[src/hdl/f32e_pkg.sv]
// Shared constants and sideband type for the binary32 exp pipeline.
// No dependencies; imported by the FMA unit and the top level.
package f32e_pkg;

  // fused multiply-add unit latency in register stages
  localparam int unsigned FmaLat = 6;
  // number of chained multiply-adds in the exp datapath
  localparam int unsigned NumFma = 11;

  localparam logic [31:0] F_MAGIC    = 32'h4B40_0000;
  localparam logic [31:0] F_ZERO_CUT = 32'hC2CF_F1B4;
  localparam logic [31:0] F_INF_CUT  = 32'h42B1_7217;
  localparam logic [31:0] F_LOG2E    = 32'h3FB8_AA3B;
  localparam logic [31:0] F_MLN2_HI  = 32'hBF31_7218;
  localparam logic [31:0] F_MLN2_LO  = 32'h3102_E308;
  localparam logic [31:0] F_C1       = 32'h3F7F_FFFB;
  localparam logic [31:0] F_C2       = 32'h3EFF_FEE3;
  localparam logic [31:0] F_C3       = 32'h3E2A_AD40;
  localparam logic [31:0] F_C4       = 32'h3D2B_9D0D;
  localparam logic [31:0] F_C5       = 32'h3C07_CFCE;
  localparam logic [31:0] F_ONE      = 32'h3F80_0000;
  localparam logic [31:0] F_NEG_ZERO = 32'h8000_0000;
  localparam logic [31:0] F_PINF     = 32'h7F80_0000;
  localparam logic [31:0] F_QNAN_BIT = 32'h0040_0000;
  localparam logic [31:0] E_MIN      = 32'hC100_0000;
  localparam logic [31:0] E_MAX      = 32'h3F80_0000;

  // values that ride alongside the multiply-add chain
  typedef struct packed {
    logic [31:0] x;     // argument
    logic [31:0] v;     // n, debiased
    logic [31:0] t;     // reduced argument
    logic [31:0] p;     // polynomial
    logic [31:0] sn;    // scale factor, clamped part
    logic [31:0] so;    // scale factor, remainder part
    logic        last;
  } side_t;

endpackage

[src/hdl/f32e_fma.sv]
// Pipelined binary32 fused multiply-add, round to nearest even, subnormals kept.
// Six register stages, global clock enable. Uses f32e_pkg.
module f32e_fma (
  input  logic        clk_i,
  input  logic        ce_i,
  input  logic [31:0] a_i,
  input  logic [31:0] b_i,
  input  logic [31:0] c_i,
  output logic [31:0] z_o
);
  import f32e_pkg::*;

  function automatic logic [5:0] top_bit(input logic [62:0] v);
    logic [5:0] p;
    p = '0;
    for (int i = 1; i < 63; i++) begin
      if (v[i]) p = 6'(i);
    end
    return p;
  endfunction

  // ---- stage 1: unpack and multiply
  logic        [23:0] ma, mb, mc;
  logic signed [9:0]  ea, eb, ec;
  logic        [47:0] mp1_q;
  logic signed [10:0] ep1_q;
  logic        [23:0] mc1_q;
  logic signed [9:0]  ec1_q;
  logic               sp1_q, sc1_q, zp1_q, zc1_q;
  logic        [31:0] c1_q;

  always_comb begin
    ma = {|a_i[30:23], a_i[22:0]};
    mb = {|b_i[30:23], b_i[22:0]};
    mc = {|c_i[30:23], c_i[22:0]};
    ea = (a_i[30:23] == 8'd0) ? -10'sd149 : $signed({2'b00, a_i[30:23]}) - 10'sd150;
    eb = (b_i[30:23] == 8'd0) ? -10'sd149 : $signed({2'b00, b_i[30:23]}) - 10'sd150;
    ec = (c_i[30:23] == 8'd0) ? -10'sd149 : $signed({2'b00, c_i[30:23]}) - 10'sd150;
  end

  always_ff @(posedge clk_i) begin
    if (ce_i) begin
      mp1_q <= ma * mb;
      ep1_q <= {ea[9], ea} + {eb[9], eb};
      mc1_q <= mc;
      ec1_q <= ec;
      sp1_q <= a_i[31] ^ b_i[31];
      sc1_q <= c_i[31];
      zp1_q <= (ma == 24'd0) || (mb == 24'd0);
      zc1_q <= (mc == 24'd0);
      c1_q  <= c_i;
    end
  end

  // ---- stage 2: normalize both addends to bit 61
  logic        [5:0]  lp, lc;
  logic        [61:0] mp2_q, mc2_q;
  logic signed [11:0] ep2_q, ec2_q;
  logic               sp2_q, sc2_q, zp2_q, zc2_q;
  logic        [31:0] c2_q;

  always_comb begin
    lp = 6'd61 - top_bit({15'd0, mp1_q});
    lc = 6'd61 - top_bit({39'd0, mc1_q});
  end

  always_ff @(posedge clk_i) begin
    if (ce_i) begin
      mp2_q <= {14'd0, mp1_q} << lp;
      mc2_q <= {38'd0, mc1_q} << lc;
      ep2_q <= {ep1_q[10], ep1_q} - $signed({6'd0, lp});
      ec2_q <= {{2{ec1_q[9]}}, ec1_q} - $signed({6'd0, lc});
      sp2_q <= sp1_q;
      sc2_q <= sc1_q;
      zp2_q <= zp1_q;
      zc2_q <= zc1_q;
      c2_q  <= c1_q;
    end
  end

  // ---- stage 3: align smaller addend with sticky, add or subtract
  logic signed [12:0]  diff, dabs;
  logic                pbig;
  logic        [6:0]   dsh;
  logic        [61:0]  mbig, msml;
  logic        [123:0] ext;
  logic        [62:0]  sm, sum;
  logic        [62:0]  r3_q;
  logic signed [11:0]  e3_q;
  logic                s3_q, rz3_q, sp3_q, sc3_q, zp3_q, zc3_q;
  logic        [31:0]  c3_q;

  always_comb begin
    diff = {ep2_q[11], ep2_q} - {ec2_q[11], ec2_q};
    pbig = zc2_q || (diff > 13'sd0) || ((diff == 13'sd0) && (mp2_q >= mc2_q));
    dabs = pbig ? diff : -diff;
    // far-apart addend collapses to a sticky bit at position 0
    dsh  = ((dabs < 13'sd0) || (dabs > 13'sd123)) ? 7'd123 : dabs[6:0];
    mbig = pbig ? mp2_q : mc2_q;
    msml = pbig ? mc2_q : mp2_q;
    ext  = {msml, 62'd0} >> dsh;
    sm   = {1'b0, ext[123:62]} | {62'd0, |ext[61:0]};
    sum  = (sp2_q == sc2_q) ? {1'b0, mbig} + sm : {1'b0, mbig} - sm;
  end

  always_ff @(posedge clk_i) begin
    if (ce_i) begin
      r3_q  <= sum;
      e3_q  <= pbig ? ep2_q : ec2_q;
      s3_q  <= pbig ? sp2_q : sc2_q;
      rz3_q <= (sum == 63'd0);
      sp3_q <= sp2_q;
      sc3_q <= sc2_q;
      zp3_q <= zp2_q;
      zc3_q <= zc2_q;
      c3_q  <= c2_q;
    end
  end

  // ---- stage 4: leading one and rounding shift amount
  logic signed [11:0] sh, lim;
  logic        [62:0] r4_q;
  logic signed [11:0] e4_q, sh4_q;
  logic               s4_q, rz4_q, sp4_q, sc4_q, zp4_q, zc4_q;
  logic        [31:0] c4_q;

  always_comb begin
    sh  = $signed({6'd0, top_bit(r3_q)}) - 12'sd23;
    lim = -12'sd149 - e3_q;
    if (lim > sh) sh = lim;
  end

  always_ff @(posedge clk_i) begin
    if (ce_i) begin
      r4_q  <= r3_q;
      e4_q  <= e3_q;
      sh4_q <= sh;
      s4_q  <= s3_q;
      rz4_q <= rz3_q;
      sp4_q <= sp3_q;
      sc4_q <= sc3_q;
      zp4_q <= zp3_q;
      zc4_q <= zc3_q;
      c4_q  <= c3_q;
    end
  end

  // ---- stage 5: shift to 24 bits, collect guard and sticky
  logic        [11:0]  nsh;
  logic        [6:0]   rsh;
  logic        [62:0]  lsh;
  logic        [126:0] ext2;
  logic        [23:0]  q;
  logic                grd, stk;
  logic        [23:0]  q5_q;
  logic                inc5_q;
  logic signed [11:0]  be5_q;
  logic                s5_q, rz5_q, sp5_q, sc5_q, zp5_q, zc5_q;
  logic        [31:0]  c5_q;

  always_comb begin
    nsh  = 12'(-sh4_q);
    rsh  = (sh4_q > 12'sd64) ? 7'd64 : sh4_q[6:0];
    lsh  = r4_q << nsh[4:0];
    ext2 = {r4_q, 64'd0} >> rsh;
    if (sh4_q <= 12'sd0) begin
      q   = lsh[23:0];
      grd = 1'b0;
      stk = 1'b0;
    end else begin
      q   = ext2[87:64];
      grd = ext2[63];
      stk = |ext2[62:0];
    end
  end

  always_ff @(posedge clk_i) begin
    if (ce_i) begin
      q5_q   <= q;
      inc5_q <= grd && (stk || q[0]);
      be5_q  <= e4_q + sh4_q + 12'sd149;
      s5_q   <= s4_q;
      rz5_q  <= rz4_q;
      sp5_q  <= sp4_q;
      sc5_q  <= sc4_q;
      zp5_q  <= zp4_q;
      zc5_q  <= zc4_q;
      c5_q   <= c4_q;
    end
  end

  // ---- stage 6: round, pack, special operands
  logic [24:0] qr;
  logic [31:0] bits, z_d, z_q;

  always_comb begin
    qr   = {1'b0, q5_q} + {24'd0, inc5_q};
    bits = {1'b0, be5_q[7:0], 23'd0} + {7'd0, qr};
    if (bits >= F_PINF) bits = F_PINF;
    priority if (zp5_q) begin
      z_d = zc5_q ? ((sp5_q && sc5_q) ? F_NEG_ZERO : 32'd0) : c5_q;
    end else if (rz5_q) begin
      z_d = 32'd0;
    end else if (be5_q >= 12'sd255) begin
      z_d = {s5_q, 31'd0} | F_PINF;
    end else begin
      z_d = {s5_q, 31'd0} | bits;
    end
  end

  always_ff @(posedge clk_i) begin
    if (ce_i) z_q <= z_d;
  end

  assign z_o = z_q;

endmodule

[config.mk]
export PLATFORM = sky130hd
export DESIGN_NAME = f32e_fma
export DESIGN_NICKNAME = d
export VERILOG_FILES = /design/src/hdl/f32e_pkg.sv /design/src/hdl/f32e_fma.sv
export SDC_FILE = /design/constraint.sdc
export NUM_CORES = 2
export LEC_CHECK = 0
export CORE_ASPECT_RATIO = 1.2
export CORE_UTILIZATION = 46
export CTS_CLUSTER_DIAMETER = 120
export DETAILED_ROUTE_END_ITERATION = 12
export DONT_BUFFER_PORTS = 1
export SETUP_SLACK_MARGIN = 0.4
export SYNTH_ARGS = -nofsm -noshare
export SYNTH_HDL_FRONTEND = slang
export SYNTH_SLANG_ARGS = --single-unit
[constraint.sdc]
create_clock -name clk_i -period 26 [get_ports clk_i]
set_input_delay 5.2 -clock clk_i [delete_from_list [all_inputs] [get_ports clk_i]]
set_output_delay 5.2 -clock clk_i [all_outputs]
set_load 0.03 [all_outputs]
# --- After elaboration in Yosys (flattened, before gate mapping) ---
# Index checks and enable logic that the tools add are counted.
word_totals:
  inputBits: 98
  register_bits: 655
  output_inout_bits: 32
classes:
  order_cmp: 9
  n_eq_ne: 1
  add_sub_neg: 19
  bitwise_logic: 3
  n_reduce_logical: 21
  mux: 152
  multipliers: 1
  n_shift: 5
op_table:
  columns: ["op", "count"]
  rows:
  - ["$mux W6", 129]
  - ["$mux W32", 6]
  - ["$shr A127 B7 Y88", 1]
  - ["$mux W62", 2]
  - ["$shr A124 B7 Y124", 1]
  - ["$logic_not A24 Y1", 3]
  - ["$add A62 B62 Y63", 1]
  - ["$logic_not A63 Y1", 1]
  - ["$mux W63", 1]
  - ["$reduce_or A63 Y1", 1]
  - ["$shl A63 B5 Y24", 1]
  - ["$sub A62 B62 Y63", 1]
  - ["$ge A62 B62 Y1", 1]
  - ["$or A62 B1 Y62", 1]
  - ["$reduce_or A62 Y1", 1]
  - ["$shl A24 B6 Y62", 1]
  - ["$shl A48 B6 Y62", 1]
  - ["$mul A24 B24 Y48", 1]
  - ["$add A31 B25 Y32", 1]
  - ["$ge A32 B31 Y1 const B", 1]
  - ["$or A32 B32 Y32", 1]
  - ["$sub A8 B8 Y9 const B", 3]
  - ["$add A24 B1 Y25", 1]
  - ["$logic_not A8 Y1", 3]
  - ["30 further kinds", 47]

# --- Depth between registers and ports, before layout ---
logic_depth:
  word_depth: 65
  mapped_depth: 58

# --- Least setup slack after synthesis ---
# Ideal clock, no wire load.
synth_timing:
  path_type: "input to register"
  start: "input b_i[6]"
  end: "register mp1_q[47], data pin"
  n_path_buf: 2
  setup_slack_ns: 13.096
  t_required_ns: 25.740
  stages: 33
  t_arrival_ns: 12.644
  cell_sequence: "clkbuf_1 -> clkbuf_1 -> nand2_1 -> fa_1 -> inv_1 -> fa_1 -> fa_1 -> inv_1 -> fa_1 -> inv_1 -> fa_1 -> inv_1 -> fa_1 -> inv_1 -> fa_1 -> ha_1 -> or2_2 -> o31ai_1 -> a31oi_1 -> a211oi_1 -> nor3_1 -> a311oi_1 -> a2111oi_0 -> o311a_1 -> o21a_1 -> o21a_1 -> o21a_1 -> nor2_1 -> a21o_1 -> a21oi_1 -> a21o_1 -> a21oi_1 -> xnor2_1"
synth_between:
  elab_chain_len: 1
synth_lines:
  columns: ["element", "line_no", "rtl"]
  rows:
  - ["start, declared", "f32e_fma.sv:7", "input logic [31:0] b_i,"]
  - ["$mul A24 B24 Y48", "f32e_fma.sv:43", "mp1_q <= ma * mb;"]
  - ["end signal, assigned", "f32e_fma.sv:43", null]
  - ["end, declared", "f32e_fma.sv:25", "logic [47:0] mp1_q;"]
# Every way passes these cells.
# A chain may end at the register's enable or synchronous reset.

# --- Worst setup path after layout ---
layout_timing:
  start: "register ep2_q[0]"
  end: "register rz3_q, data pin"
layout_between:
  elab_chain_len: 14
  elab_cells_between_ends: 21
  classes_between: "add/sub: 4; order compare: 3; shift: 1; mux: 5; bitwise: 1; reduce/logical: 7"
layout_lines:
  columns: ["element", "line_no", "rtl"]
  rows:
  - ["start, declared", "f32e_fma.sv:58", "logic signed [11:0] ep2_q, ec2_q;"]
  - ["start signal, assigned", "f32e_fma.sv:71", "ep2_q <= {ep1_q[10], ep1_q} - $signed({6'd0, lp});"]
  - ["$sub A12 B10 Y13 (*)", "f32e_fma.sv:94", "diff = {ep2_q[11], ep2_q} - {ec2_q[11], ec2_q};"]
  - ["$gt A13 B1 Y1 / $logic_not A13 Y1 (equally long branches)", "f32e_fma.sv:95", "pbig = zc2_q || (diff > 13'sd0) || ((diff == 13'sd0) && (mp2_q >= mc2_q));"]
  - ["$logic_or A1 B1 Y1 / $logic_and A1 B1 Y1 (equally long branches)", "f32e_fma.sv:95", null]
  - ["$logic_or A1 B1 Y1", "f32e_fma.sv:95", null]
  - ["$mux W13", "f32e_fma.sv:96", "dabs = pbig ? diff : -diff;"]
  - ["$lt A13 B1 Y1 / $gt A13 B8 Y1 (equally long branches)", "f32e_fma.sv:98", "dsh = ((dabs < 13'sd0) || (dabs > 13'sd123)) ? 7'd123 : dabs[6:0];"]
  - ["$logic_or A1 B1 Y1", "f32e_fma.sv:98", null]
  - ["$mux W7", "f32e_fma.sv:98", null]
  - ["$shr A124 B7 Y124", "f32e_fma.sv:101", "ext = {msml, 62'd0} >> dsh;"]
  - ["$reduce_or A62 Y1", "f32e_fma.sv:102", "sm = {1'b0, ext[123:62]} | {62'd0, |ext[61:0]};"]
  - ["$or A62 B1 Y62", "f32e_fma.sv:102", null]
  - ["$sub A62 B62 Y63 / $add A62 B62 Y63 (equally long branches)", "f32e_fma.sv:103", "sum = (sp2_q == sc2_q) ? {1'b0, mbig} + sm : {1'b0, mbig} - sm;"]
  - ["$mux W63 (*)", "f32e_fma.sv:103", null]
  - ["$logic_not A63 Y1 (*)", "f32e_fma.sv:111", "rz3_q <= (sum == 63'd0);"]
  - ["end signal, assigned", "f32e_fma.sv:111", null]
  - ["end, declared", "f32e_fma.sv:90", "logic s3_q, rz3_q, sp3_q, sc3_q, zp3_q, zc3_q;"]
# Mark *: on every way between the ends. The rest lies on a longest branch, timed or not.

==> impl_metrics.ini <==
[setup_path]
critical_path.max_fanout = 50
critPathRequiredTime_ns = 26.49
cp_slowest_stage_delay_ns = 0.84
timing.critical_path.max_delay_family = simple AND/OR/NAND/NOR gates
r2r_end = rz3_q$_DFFE_PP_
cp.arrival_ns = 17.96
worst_setup_path_start_kind = flip-flop
reg2reg_from = ep2_q[0]$_DFFE_PP_
cp-end-kind = flip-flop
path_buf_inv = 4
cp_slowest_cell = nor4_1
path_class = flip-flop to flip-flop
crit_top_cell = nor4_1
regToRegSetupSlack_ns = 8.54
r2r_cells = 54

[grt]
grt_usage_pct = 36.1
grt_pass1_wl_um = 385000
grt_start_max_net_pins = 628
antenna_found_initial = 10
overflow = 0
grt_pass1_vias = 57400

[cts]
htreeDepth = 3
numCtsBuffers = 67
cts.clk_slew.worst_paths_ns = 0.07
cts_resized = 0
clockBufferDepth = 3
hold_buffers = 0
postCtsSetupRepairBufs = 0
clock-sinks = 627
cts_root_buffer = clkbuf_16
cts_tree = built
clk_latency_ns = 0.71

[detailed_routing]
drc = 0
routed_via_density = 6.16
drt-total-wl_um = 267000
firstDrtPassIters = 6
wl_per_cell_um = 29.1
drt_iter0_drc = 4921
vias = 56500
final_antenna_net_count = 0

[floorplanning]
initial_utilization_pct = 46.4
die-area_sq_um = 148000
core_sq_um = 145000
die_width_um = 351
pin_count = 130
row_count = 153
die_h_um = 421

[synthesis]
ys_ff_latch = 627
synth_seq_area_share_pct = 28.0
synthFlopType = edfxtp_1
synth_cells = 7344
synth_cell_types = 118
syn_area_sq_um = 67200
yosys_warnings = 0
synthArstFlopShare_pct = 0
syn_avg_cell_area_sq_um = 9.15
synth-edff-count = 627

[timing]
fmax_ghz = 0.0573
finalSetupViolCount = 0
skew_ns = 0.0387
final_hold_viol_count = 0
rsz0062_at_grt = no
slew_headroom_pct = -73.9
fin_crit_sh_pct = 67.2
worst_pin_slew_ns = 2.61
fin_crit_ns = 17.46
finalSetupTns_ns = 0
maxSlewViolCount = 462

[placed_design]
gp_congestion = 1.02
placedCellCount = 9037
portBuffers = 0
dpl.hpwl_um = 215000

[hold_path]
hp-class = flip-flop to flip-flop
min_path_cells = 0
hold_end = zp5_q$_DFFE_PP_
min_from = zp4_q$_DFFE_PP_

[layout]
multi_input_area_sq_um = 44400
post-route-util_pct = 49.3
n_fill_cell = 13800
drive_gt1_share_pct = 5.34
area_growth_pct = 6.28
fin_cells = 9166
nNetsFinal = 8133
ff_latch_area_sq_um = 18800

[flow_run]
maxCapViolCount = 3

[run_status]
violations = max-capacitance violations, max-slew violations
status = complete, but fails checks
-- how the worst max path moves through the flow --
| stage | slack (ns) | from | to | cells after the start |
|---|---|---|---|---|
| 3_3_place_gp | 8.01 | mp2_q[60]$_DFFE_PP_ | rz3_q$_DFFE_PP_ | 51 |
| 2_1_floorplan | 13.10 | b_i[6] | mp1_q[47]$_DFFE_PP_ | 33 |
| 4_1_cts | 8.81 | ep2_q[0]$_DFFE_PP_ | rz3_q$_DFFE_PP_ | 54 |
| 3_5_place_dp | 8.91 | ep2_q[0]$_DFFE_PP_ | rz3_q$_DFFE_PP_ | 54 |
| 5_1_grt | 7.72 | ep2_q[0]$_DFFE_PP_ | rz3_q$_DFFE_PP_ | 54 |
| 6_report | 8.54 | ep2_q[0]$_DFFE_PP_ | rz3_q$_DFFE_PP_ | 54 |
-- cells in the final DEF, fill, tap and decap left out, types with 59 or more instances in the layout --
| cell type | Yosys | final |
|---|---|---|
| nand2_1 | 928 | 923 |
| inv_1 | 677 | 677 |
| edfxtp_1 | 627 | 627 |
| fa_1 | 488 | 488 |
| mux2i_1 | 458 | 458 |
| nor2_1 | 423 | 413 |
| a21oi_1 | 416 | 413 |
| ha_1 | 377 | 376 |
| o21ai_0 | 366 | 364 |
| and2_1 | 250 | 251 |
| nand3_1 | 214 | 214 |
| nor3_1 | 199 | 197 |
| xnor2_1 | 162 | 159 |
| buf_4 | 20 | 111 |
| xor2_1 | 99 | 97 |
| a21o_1 | 79 | 79 |
| o211ai_1 | 79 | 79 |
| a211oi_1 | 79 | 78 |
| nor4_1 | 78 | 75 |
| a31oi_1 | 71 | 71 |
| clkbuf_16 | 0 | 68 |
| and3_1 | 59 | 59 |
-- registers in the layout, indices dropped and copies added, names as in the netlist, 32 cells and up --
register / flops
r3_q: 63
r4_q: 63
mc2_q: 62
mp2_q: 62
mp1_q: 48
z_o: 32
-- worst reg2reg max path, delay by kind of cell, from the launching register on --
family	cells	cell delay, ns
AND/OR/NAND/NOR	29	9.05
AO/OA/AOI/OAI	14	4.01
XOR/XNOR	3	1.62
adder cells (fa/ha/maj)	4	1.18
buffers and inverters	4	1.07
flip-flops	1	0.36
-- final cells by class --
cell class	instances	share of cell area, %
antenna	6	0.0210
inverter	682	3.59
tap	1937	3.39
clock buffer	74	2.41
timing repair buffer	113	1.20
clock inverter	48	0.808
sequential	627	26.4
multi-input combinational	5679	62.2
-- cells in the mapped netlist (78+ instances only) --
library cell	instances	share of area, %
nand2_1	928	5.2
inv_1	677	3.8
edfxtp_1	627	28
fa_1	488	15
mux2i_1	458	6.8
nor2_1	423	2.4
a21oi_1	416	3.1
ha_1	377	7.0
o21ai_0	366	2.7
clkbuf_1	270	1.5
and2_1	250	2.3
nand3_1	214	1.6
nor3_1	199	1.5
xnor2_1	162	2.1
xor2_1	99	1.3
a211oi_1	79	0.88
a21o_1	79	0.88
o211ai_1	79	0.88
nor4_1	78	0.73
-- through the flow --
stage                     instance area [sq um]  worst slack (ns)  hold WS [ns]
after floorplan                           67300             13.10         0.400
after global placement                    69100              8.01         0.400
after detailed placement                  69100              8.91         0.405
after CTS                                 71400              8.81         0.390
after global routing                      71400              7.72         0.389
final                                     71400              8.54         0.397
-- metal layers --
metal	vias up	track usage (%)	wire length (um)
met5	-	0	101
li1	25600	-	-
met1	28000	36.0	89600
met4	14	32.6	28900
met2	2086	64.5	135000
met3	790	5.48	13900
-- cell families (layout without fill, tap and decap cells) --
logic type / count (synthesis) / in the layout / synth area share, %
simple gates: 2410 / 2410 / 17.0
compound gates: 1596 / 1596 / 15.3
buf+inv: 1072 / 917 / 6.35
fa+ha+maj: 865 / 865 / 21.6
flops: 627 / 627 / 28.0
mux: 511 / 511 / 8.34
xor+xnor: 262 / 262 / 3.43
other cells: 1 / 41 / 0.00558
Power is not shown: default switching activity piles up to over one toggle a cycle in this logic, so the estimate is an artifact.
